===== src/hdl/oust_pkg.sv =====
`timescale 1ns / 1ps
// Shared types, constants and the control store of the OU step / running stats block.
// No dependencies; every other file in hdl/ imports this package.
package oust_pkg;

   // Field widths
   localparam int VAL_W   = 16;
   localparam int CNT_W   = 32;
   localparam int MACC_W  = 32;
   localparam int SQ_W    = 48;
   localparam int VAR_W   = 20;
   localparam int WIDX_W  = 10;
   localparam int CSR_W   = 16;
   localparam int CSR_AW  = 2;
   localparam int PROD_W  = 34;
   localparam int ACC_W   = 64;
   localparam int MAG_W   = 32;

   // Ring slot counter
   localparam int RING_DEPTH = 1024;
   localparam int RING_AW    = (RING_DEPTH > 1) ? $clog2(RING_DEPTH) : 1;
   localparam logic [RING_AW-1:0] RING_LAST_IDX = RING_AW'(RING_DEPTH - 1);

   // Shared restoring divider
   localparam int DIV_W     = 36;
   localparam int DIVR_W    = 32;
   localparam int DIV_CNT_W = $clog2(DIV_W + 1);

   // Variance saturation point
   localparam logic [VAR_W-1:0] VAR_MAX = '1;

   // Register indexes
   localparam logic [CSR_AW-1:0] REG_LONG_RUN_MEAN = 2'd0;
   localparam logic [CSR_AW-1:0] REG_DECAY_FACTOR  = 2'd1;
   localparam logic [CSR_AW-1:0] REG_NOISE_GAIN    = 2'd2;

   // Microcode fields
   typedef enum logic [2:0] {
      MUL_NONE,
      MUL_DECAY,
      MUL_GAIN,
      MUL_LL,
      MUL_LH,
      MUL_HL,
      MUL_HH
   } mul_sel_type;

   typedef enum logic [2:0] {
      ACC_HOLD,
      ACC_LOAD,
      ACC_ADD0,
      ACC_ADD16,
      ACC_ADD32
   } acc_op_type;

   typedef enum logic [3:0] {
      ALU_NOP,
      ALU_NEW_VALUE,
      ALU_DIFF_MEAN,
      ALU_DIV_MEAN,
      ALU_MEAN_UPD,
      ALU_DIFF_VAR,
      ALU_SQ_UPD,
      ALU_VAR_ZERO,
      ALU_DIV_VAR,
      ALU_VAR_SAT
   } alu_op_type;

   typedef enum logic [1:0] {
      COND_NEXT,
      COND_BUSY,
      COND_CNT_LT2,
      COND_DONE
   } cond_type;

   localparam int UPC_W = 5;

   typedef struct packed {
      mul_sel_type            mul_sel;
      acc_op_type             acc_op;
      alu_op_type             alu_op;
      cond_type               cond;
      logic [UPC_W-1:0]       target;
   } ucode_word_type;

   localparam ucode_word_type UCODE_NOP = '{
      mul_sel: MUL_NONE, acc_op: ACC_HOLD, alu_op: ALU_NOP,
      cond: COND_NEXT, target: '0};

   // Jump targets
   localparam logic [UPC_W-1:0] UA_WAIT_MEAN = UPC_W'(6);
   localparam logic [UPC_W-1:0] UA_WAIT_VAR  = UPC_W'(17);
   localparam logic [UPC_W-1:0] UA_FINISH    = UPC_W'(19);

   // Status from the datapath to the sequencer
   typedef struct packed {
      logic div_busy;
      logic cnt_lt2;
   } dp_status_type;

   // Configuration registers
   typedef struct packed {
      logic [CSR_W-1:0] mean;
      logic [CSR_W-1:0] decay;
      logic [CSR_W-1:0] gain;
   } cfg_type;

   // One result beat
   typedef struct packed {
      logic [VAL_W-1:0]  value;
      logic [VAL_W-1:0]  mean;
      logic [VAR_W-1:0]  variance;
      logic [CNT_W-1:0]  count;
      logic [WIDX_W-1:0] index;
   } result_type;

   // Control store: OU step, mean division, M2 product, variance division
   function automatic ucode_word_type ucode_rom(input logic [UPC_W-1:0] addr);
      ucode_word_type w;
      w = UCODE_NOP;
      unique case (addr)
         UPC_W'(0):  w.mul_sel = MUL_DECAY;
         UPC_W'(1):  begin
            w.mul_sel = MUL_GAIN;
            w.acc_op  = ACC_LOAD;
         end
         UPC_W'(2):  w.acc_op = ACC_ADD0;
         UPC_W'(3):  w.alu_op = ALU_NEW_VALUE;
         UPC_W'(4):  w.alu_op = ALU_DIFF_MEAN;
         UPC_W'(5):  w.alu_op = ALU_DIV_MEAN;
         UPC_W'(6):  begin
            w.cond   = COND_BUSY;
            w.target = UA_WAIT_MEAN;
         end
         UPC_W'(7):  w.alu_op = ALU_MEAN_UPD;
         UPC_W'(8):  w.alu_op = ALU_DIFF_VAR;
         UPC_W'(9):  w.mul_sel = MUL_LL;
         UPC_W'(10): begin
            w.mul_sel = MUL_LH;
            w.acc_op  = ACC_LOAD;
         end
         UPC_W'(11): begin
            w.mul_sel = MUL_HL;
            w.acc_op  = ACC_ADD16;
         end
         UPC_W'(12): begin
            w.mul_sel = MUL_HH;
            w.acc_op  = ACC_ADD16;
         end
         UPC_W'(13): w.acc_op = ACC_ADD32;
         UPC_W'(14): w.alu_op = ALU_SQ_UPD;
         UPC_W'(15): begin
            w.alu_op = ALU_VAR_ZERO;
            w.cond   = COND_CNT_LT2;
            w.target = UA_FINISH;
         end
         UPC_W'(16): w.alu_op = ALU_DIV_VAR;
         UPC_W'(17): begin
            w.cond   = COND_BUSY;
            w.target = UA_WAIT_VAR;
         end
         UPC_W'(18): w.alu_op = ALU_VAR_SAT;
         UPC_W'(19): w.cond = COND_DONE;
         default:    w = UCODE_NOP;
      endcase
      return w;
   endfunction

endpackage


===== src/hdl/oust_sequencer.sv =====
`timescale 1ns / 1ps
// Microcode sequencer: step counter over the control store, conditional jumps, start and finish.
// Depends on oust_pkg for the control word layout and the control store function.
module oust_sequencer import oust_pkg::*; (
   input  logic           clock,
   input  logic           reset,
   input  logic           start,
   input  logic           drain_ok,
   input  dp_status_type  status,
   output ucode_word_type ctrl,
   output logic           idle,
   output logic           done
);

   logic [UPC_W-1:0] upc_ff, upc_in;
   logic             run_ff, run_in;
   ucode_word_type   word;

   assign word = ucode_rom(upc_ff);

   always_comb begin
      upc_in = upc_ff + UPC_W'(1);
      run_in = run_ff;
      done   = 1'b0;
      if (!run_ff) begin
         upc_in = '0;
         run_in = start;
      end else begin
         unique case (word.cond)
            COND_NEXT: ;
            COND_BUSY: begin
               if (status.div_busy) begin
                  upc_in = word.target;
               end
            end
            COND_CNT_LT2: begin
               if (status.cnt_lt2) begin
                  upc_in = word.target;
               end
            end
            COND_DONE: begin
               // hold here until the result register can take the beat
               upc_in = upc_ff;
               if (drain_ok) begin
                  done   = 1'b1;
                  run_in = 1'b0;
                  upc_in = '0;
               end
            end
            default: ;
         endcase
      end
   end

   always_ff @(posedge clock) begin
      if (reset) begin
         upc_ff <= '0;
         run_ff <= 1'b0;
      end else begin
         upc_ff <= upc_in;
         run_ff <= run_in;
      end
   end

   assign ctrl = run_ff ? word : UCODE_NOP;
   assign idle = !run_ff;

endmodule


===== config.mk =====
export PLATFORM = sky130hd
export DESIGN_NAME = oust_sequencer
export DESIGN_NICKNAME = d
export VERILOG_FILES = /design/src/hdl/oust_pkg.sv /design/src/hdl/oust_sequencer.sv
export SDC_FILE = /design/constraint.sdc
export NUM_CORES = 1
export LEC_CHECK = 0
export BUFFER_PORTS_ARGS = -buffer_cell sky130_fd_sc_hd__buf_2
export CORE_MARGIN = 2
export CORE_UTILIZATION = 55
export DETAILED_ROUTE_END_ITERATION = 7
export GPL_TIMING_DRIVEN = 1
export PLACE_DENSITY = 0.84
export RECOVER_POWER = 25
export SLEW_MARGIN = 20
export SYNTH_ARGS = -nofsm -noshare
export SYNTH_HDL_FRONTEND = slang
export SYNTH_SLANG_ARGS = --single-unit

===== constraint.sdc =====
create_clock -name clock -period 5.9 [get_ports clock]
set_input_delay 0.59 -clock clock [delete_from_list [all_inputs] [get_ports clock]]
set_output_delay 0.59 -clock clock [all_outputs]
set_load 0.005 [all_outputs]

---- Word-level counts from Yosys, hierarchy flattened ----
Index checks and enable logic that the tools add are counted.
operators by class
  equality and inequality tests ........... 23
  $add $sub $neg .......................... 1
  bitwise logic cells ..................... 1
  mux-type cells .......................... 16
  reductions and logical operators ........ 6
operators with widths
  operator               number
  $eq A5 B4 Y1 const B   8
  $pmux W4 S9            1
  $pmux W5 S3            2
  $eq A5 B3 Y1 const B   4
  $eq A5 B5 Y1 const B   4
  $pmux W3 S6            1
  $mux W17               1
  $mux W5                3
  $pmux W3 S4            1
  $eq A5 B2 Y1 const B   2
  $reduce_or A2 Y1       4
  $mux W1                6
  $pmux W2 S3            1
  $add A5 B1 Y5 const B  1
  $eq A5 B1 Y1 const B   1
  $logic_not A5 Y1       1
  $eq A2 B2 Y1 const B   2
  $eq A2 B1 Y1 const B   1
  $ne A2 B2 Y1 const B   1
  $logic_not A1 Y1       1
  $not A1 Y1             1
word-level totals
  bits in registers ....................... 6
  output and inout bits ................... 19
  word-level logic and storage cells ...... 49
  input port bits ......................... 6

---- Longest topological paths before layout ----
  depth in word-level cells ............... 6
  gate-level depth with buffers ........... 8
  depth with buffers taken out ............ 7

---- Worst setup path before layout ----
No wires, ideal clock.
  path kind ............................... flip-flop to output port
  start point ............................. register upc_ff[0]
  end point ............................... output port ctrl[15] (netlist name)
  arrival ................................. 1704 ps
  path slack .............................. 3606 ps
  required time ........................... 5310 ps
  stages on the path, launching flop included .. 7
  buffers on the path ..................... 1
  cell sequence ........................... dfxtp_1 ha_1 buf_2 nor3_1 a2111oi_0 o21ai_1 a211oi_1
RTL lines
  item                    RTL line              RTL
  from (decl)             oust_sequencer.sv:15  logic [UPC_W-1:0] upc_ff, upc_in;
  from (signal assigned)  oust_sequencer.sv:60  upc_ff <= upc_in;
  to (decl)               oust_sequencer.sv:10  output ucode_word_type ctrl,

---- Final worst setup path ----
  start point ............................. register upc_ff[0]
  end point ............................... output port done
on the way
  word-level cells in the longest chain between the ends .. 6
  elaborated cells between the ends (all ways) .. 9
RTL lines
  item                                                 RTL line              RTL
  $eq A5 B5 Y1 / $eq A5 B3 Y1 (equally long branches)  oust_pkg.sv:121       unique case (addr)
  $reduce_or A2 Y1 (no source line)                    n/a
  $pmux W2 S3 (*)                                      oust_pkg.sv:121
  $eq A2 B2 Y1 (*)                                     oust_sequencer.sv:29  unique case (word.cond)
  $mux W1 (*)                                          oust_sequencer.sv:29
  $mux W1 (*)                                          oust_sequencer.sv:25  if (!run_ff) begin
  to (decl)                                            oust_sequencer.sv:12  output logic done
Mark *: on every way between the ends. The rest lies on a longest branch, timed or not.

==> summary.json <==
{
  "min_delay_path_depth": {"value": 2},
  "cts-resized-gates": {"value": 0},
  "yosys_warnings": {"value": 0},
  "final_cell_mix": {"value": "sky130_fd_sc_hd__buf_2, sky130_fd_sc_hd__nor2_1, sky130_fd_sc_hd__nand2_1, sky130_fd_sc_hd__a21oi_1, sky130_fd_sc_hd__nor3_1"},
  "max-vdd-ir-drop": {"value": 160.0, "unit": "uV"},
  "antenna_found_initial": {"value": 0},
  "hold_violations": {"value": 0},
  "grt_pass1_wl": {"value": 3850, "unit": "microns"},
  "drive_gt1_frac": {"value": 0.2313},
  "setup-tns-final": {"value": 0, "unit": "ns"},
  "synth-seq-area-share": {"value": 0.1337},
  "synthDominantCellAreaShare": {"value": 0.1337},
  "die_w": {"value": 44.42, "unit": "microns"},
  "cts.repair_timing.setup_buffer_count": {"value": 0},
  "post_dp_cell_area": {"value": 972.2, "unit": "sq um"},
  "rsz0062_at_grt": {"value": "false"},
  "crit_path_end_kind": {"value": "output pin"},
  "timing_worst_setup_path_type": {"value": "flip-flop to output pin"},
  "final.period_utilization": {"value": 0.5108},
  "ctsHoldBuffers": {"value": 0},
  "clkSlewWorstSetupHoldPaths": {"value": 0.05, "unit": "ns"},
  "post-place-ws": {"value": 3.146, "unit": "ns"},
  "grt_overflow": {"value": 0},
  "max-slew-margin-rel": {"value": 0.5155},
  "fin_nets": {"value": 160},
  "tritoncts": {"value": "built"},
  "pins_over_their_slew_limit": {"value": 0},
  "postLayoutCellArea": {"value": 985.9, "unit": "sq um"},
  "cts_inserted_buffers": {"value": 3},
  "synthTopCellsByArea": {"value": "sky130_fd_sc_hd__dfxtp_1, sky130_fd_sc_hd__nor2_1, sky130_fd_sc_hd__ha_1"},
  "cts_max_path_buffers": {"value": 2},
  "clock_latency_reported_for_the_late_side_of_the_worst_skew_pair": {"value": 0.25, "unit": "ns"},
  "cp_data_arrival_time": {"value": 2.42, "unit": "ns"},
  "final_common_cell": {"value": "sky130_fd_sc_hd__buf_2"},
  "r2r_slack": {"value": 3.44, "unit": "ns"},
  "row_count": {"value": 14},
  "routed-via-count": {"value": 991},
  "synthesized_area_per_cell": {"value": 6.806, "unit": "sq um"},
  "period_needed": {"value": 3.014, "unit": "ns"},
  "largest_net_degree_at_the_start_of_global_routing": {"value": 21},
  "netlist_area_before_placement": {"value": 898.4, "unit": "sq um"},
  "post-route-worst-setup-slack": {"value": 2.886, "unit": "ns"},
  "routed_wl": {"value": 2350, "unit": "microns"},
  "grt_util_all_layers": {"value": 0.2618},
  "status": {"value": "finished, final reports clean"},
  "dp.final_hpwl": {"value": 1720, "unit": "microns"},
  "io_buffer_count": {"value": 23},
  "ff2ff_path_depth": {"value": 6},
  "rr_startpoint": {"value": "upc_ff[0]$_SDFFE_PP0P_"},
  "drt_pre_antenna_iters": {"value": 4},
  "wire_per_inst": {"value": 14.42, "unit": "microns"},
  "min-delay-start": {"value": "reset"},
  "max_freq": {"value": 0.3318, "unit": "GHz"},
  "worst_min_delay_path_class": {"value": "input pin to flip-flop"},
  "cp-start-kind": {"value": "flip-flop"},
  "finalPower": {"value": 100.9, "unit": "uW"},
  "synth_top_cell_by_area": {"value": "sky130_fd_sc_hd__dfxtp_1"},
  "htree_levels": {"value": 1},
  "fp.dieH": {"value": 44.42, "unit": "microns"},
  "post_drt_via_cell_ratio": {"value": 6.080},
  "power.density": {"value": 102.3, "unit": "nW/um^2"},
  "postSynthRegisterBits": {"value": 6},
  "antenna_cells_inserted": {"value": 0},
  "leakagePower": {"value": 0.4161, "unit": "nW"},
  "worst_r2r_endpoint": {"value": "upc_ff[0]$_SDFFE_PP0P_"},
  "tightest_slew": {"value": 0.7085, "unit": "ns"},
  "cp_max_fo": {"value": 11},
  "die_area": {"value": 1973, "unit": "sq um"},
  "total_of_endpoints_with_negative_setup_slack_in_the_final_report": {"value": 0},
  "gpl.final_weighted_congestion": {"value": 0.9084},
  "area_delta_synth_final": {"value": 9.749, "unit": "%"},
  "antenna_left": {"value": 0},
  "hold-path-endpoint": {"value": "run_ff$_SDFF_PP0_"},
  "synth_fp_nets": {"value": 143},
  "clock-root-buffer": {"value": "sky130_fd_sc_hd__clkbuf_4"},
  "synth_cell_type_count": {"value": 41},
  "hold_slack": {"value": 0.5247, "unit": "ns"},
  "max_cap_violations": {"value": 0},
  "drt_iter0_drc": {"value": 32},
  "syn_inst": {"value": 132},
  "crit_required": {"value": 5.31, "unit": "ns"},
  "ioPinCount": {"value": 25},
  "clock-skew-final": {"value": 0.007736, "unit": "ns"},
  "detailed_route_drc_error_count": {"value": 0},
  "cts.sink_count": {"value": 6},
  "initial_util": {"value": 0.5895},
  "fp.coreArea": {"value": 1524, "unit": "sq um"},
  "first_global_vias": {"value": 900}
}
==> sequential cells by signal (all words and copies together), names as in the netlist <==
signal	count
run_ff	1
upc_ff	5
==> metrics by stage <==
stage,cells,util
floorplan,132,-
global placement,160,0.6379
detailed placement,160,0.6379
CTS,163,0.6527
global route,163,0.6470
finish,163,0.6470
==> logic make-up (layout without fill, tap and decap cells) <==
| group | Yosys count | in the layout | share of synthesized area |
|---|---|---|---|
| mux | 4 | 4 | 0.05571 |
| xor+xnor | 2 | 2 | 0.01950 |
| simple gates | 57 | 57 | 0.3217 |
| compound gates | 37 | 37 | 0.2897 |
| fa+ha+maj | 5 | 5 | 0.06964 |
| other cells | 1 | 1 | 0.004174 |
| buf+inv | 20 | 35 | 0.1058 |
| flops | 6 | 6 | 0.1337 |
==> how the worst max path moves through the flow <==
stage	startpoint	endpoint	slack [ns]	depth (start not counted)
floorplan	upc_ff[0]$_SDFFE_PP0P_	ctrl[15]	3.61	6
global placement	upc_ff[0]$_SDFFE_PP0P_	ctrl[15]	3.37	6
detailed placement	upc_ff[0]$_SDFFE_PP0P_	ctrl[15]	3.15	6
CTS	upc_ff[0]$_SDFFE_PP0P_	ctrl[15]	2.88	6
global route	upc_ff[0]$_SDFFE_PP0P_	done	2.61	6
finish	upc_ff[0]$_SDFFE_PP0P_	done	2.89	6
==> metal layers <==
layer	up-vias	part of all wire	track usage
li1	493	-	-
met1	458	0.45	0.3300
met2	36	0.49	0.4647
met3	4	0.054	0.04898
met4	0	0.0072	0.04848
met5	-	0	0
==> area by class of cell <==
cell class	instances	area (sq um)
fill	144	538.0
tap	16	20.02
multi-input combinational	106	675.6
clock buffer	3	22.52
sequential	6	120.1
timing repair buffer	23	113.9
inverter	9	33.78
==> critical path: stages (launching register included) <==
cell and delay [ns]:
sky130_fd_sc_hd__dfxtp_1 0.44, sky130_fd_sc_hd__ha_1 0.43, sky130_fd_sc_hd__nor2_1 0.12, sky130_fd_sc_hd__o21ai_0 0.35
sky130_fd_sc_hd__nand2_1 0.34, sky130_fd_sc_hd__nor3_1 0.33, sky130_fd_sc_hd__buf_2 0.17
==> cell usage after synthesis, drive strengths merged <==
master   number
a32oi         2
nand3         4
dfxtp         6
xnor2         1
inv           9
a21o          1
mux2          2
nand2b        3
o211ai        3
a31o          3
nand3b        1
a31oi         1
and3          3
a221oi        3
xor2          1
a21oi        11
nor2b         5
clkbuf        4
o21a          1
conb          1
a2111oi       2
nor3          7
buf           7
nor3b         1
ha            5
a211oi        1
nand2        12
nor2         17
and2          2
mux2i         2
or3           1
nor4bb        1
o21ai         9
==> power breakdown <==
group          internal (mW)  switching, mW  leakage, nW
Sequential            0.0417        0.00206       0.0489
Combinational        0.00790         0.0112        0.353
Clock                 0.0230         0.0150       0.0138
No activity file was read; power rests on OpenSTA's default activity.
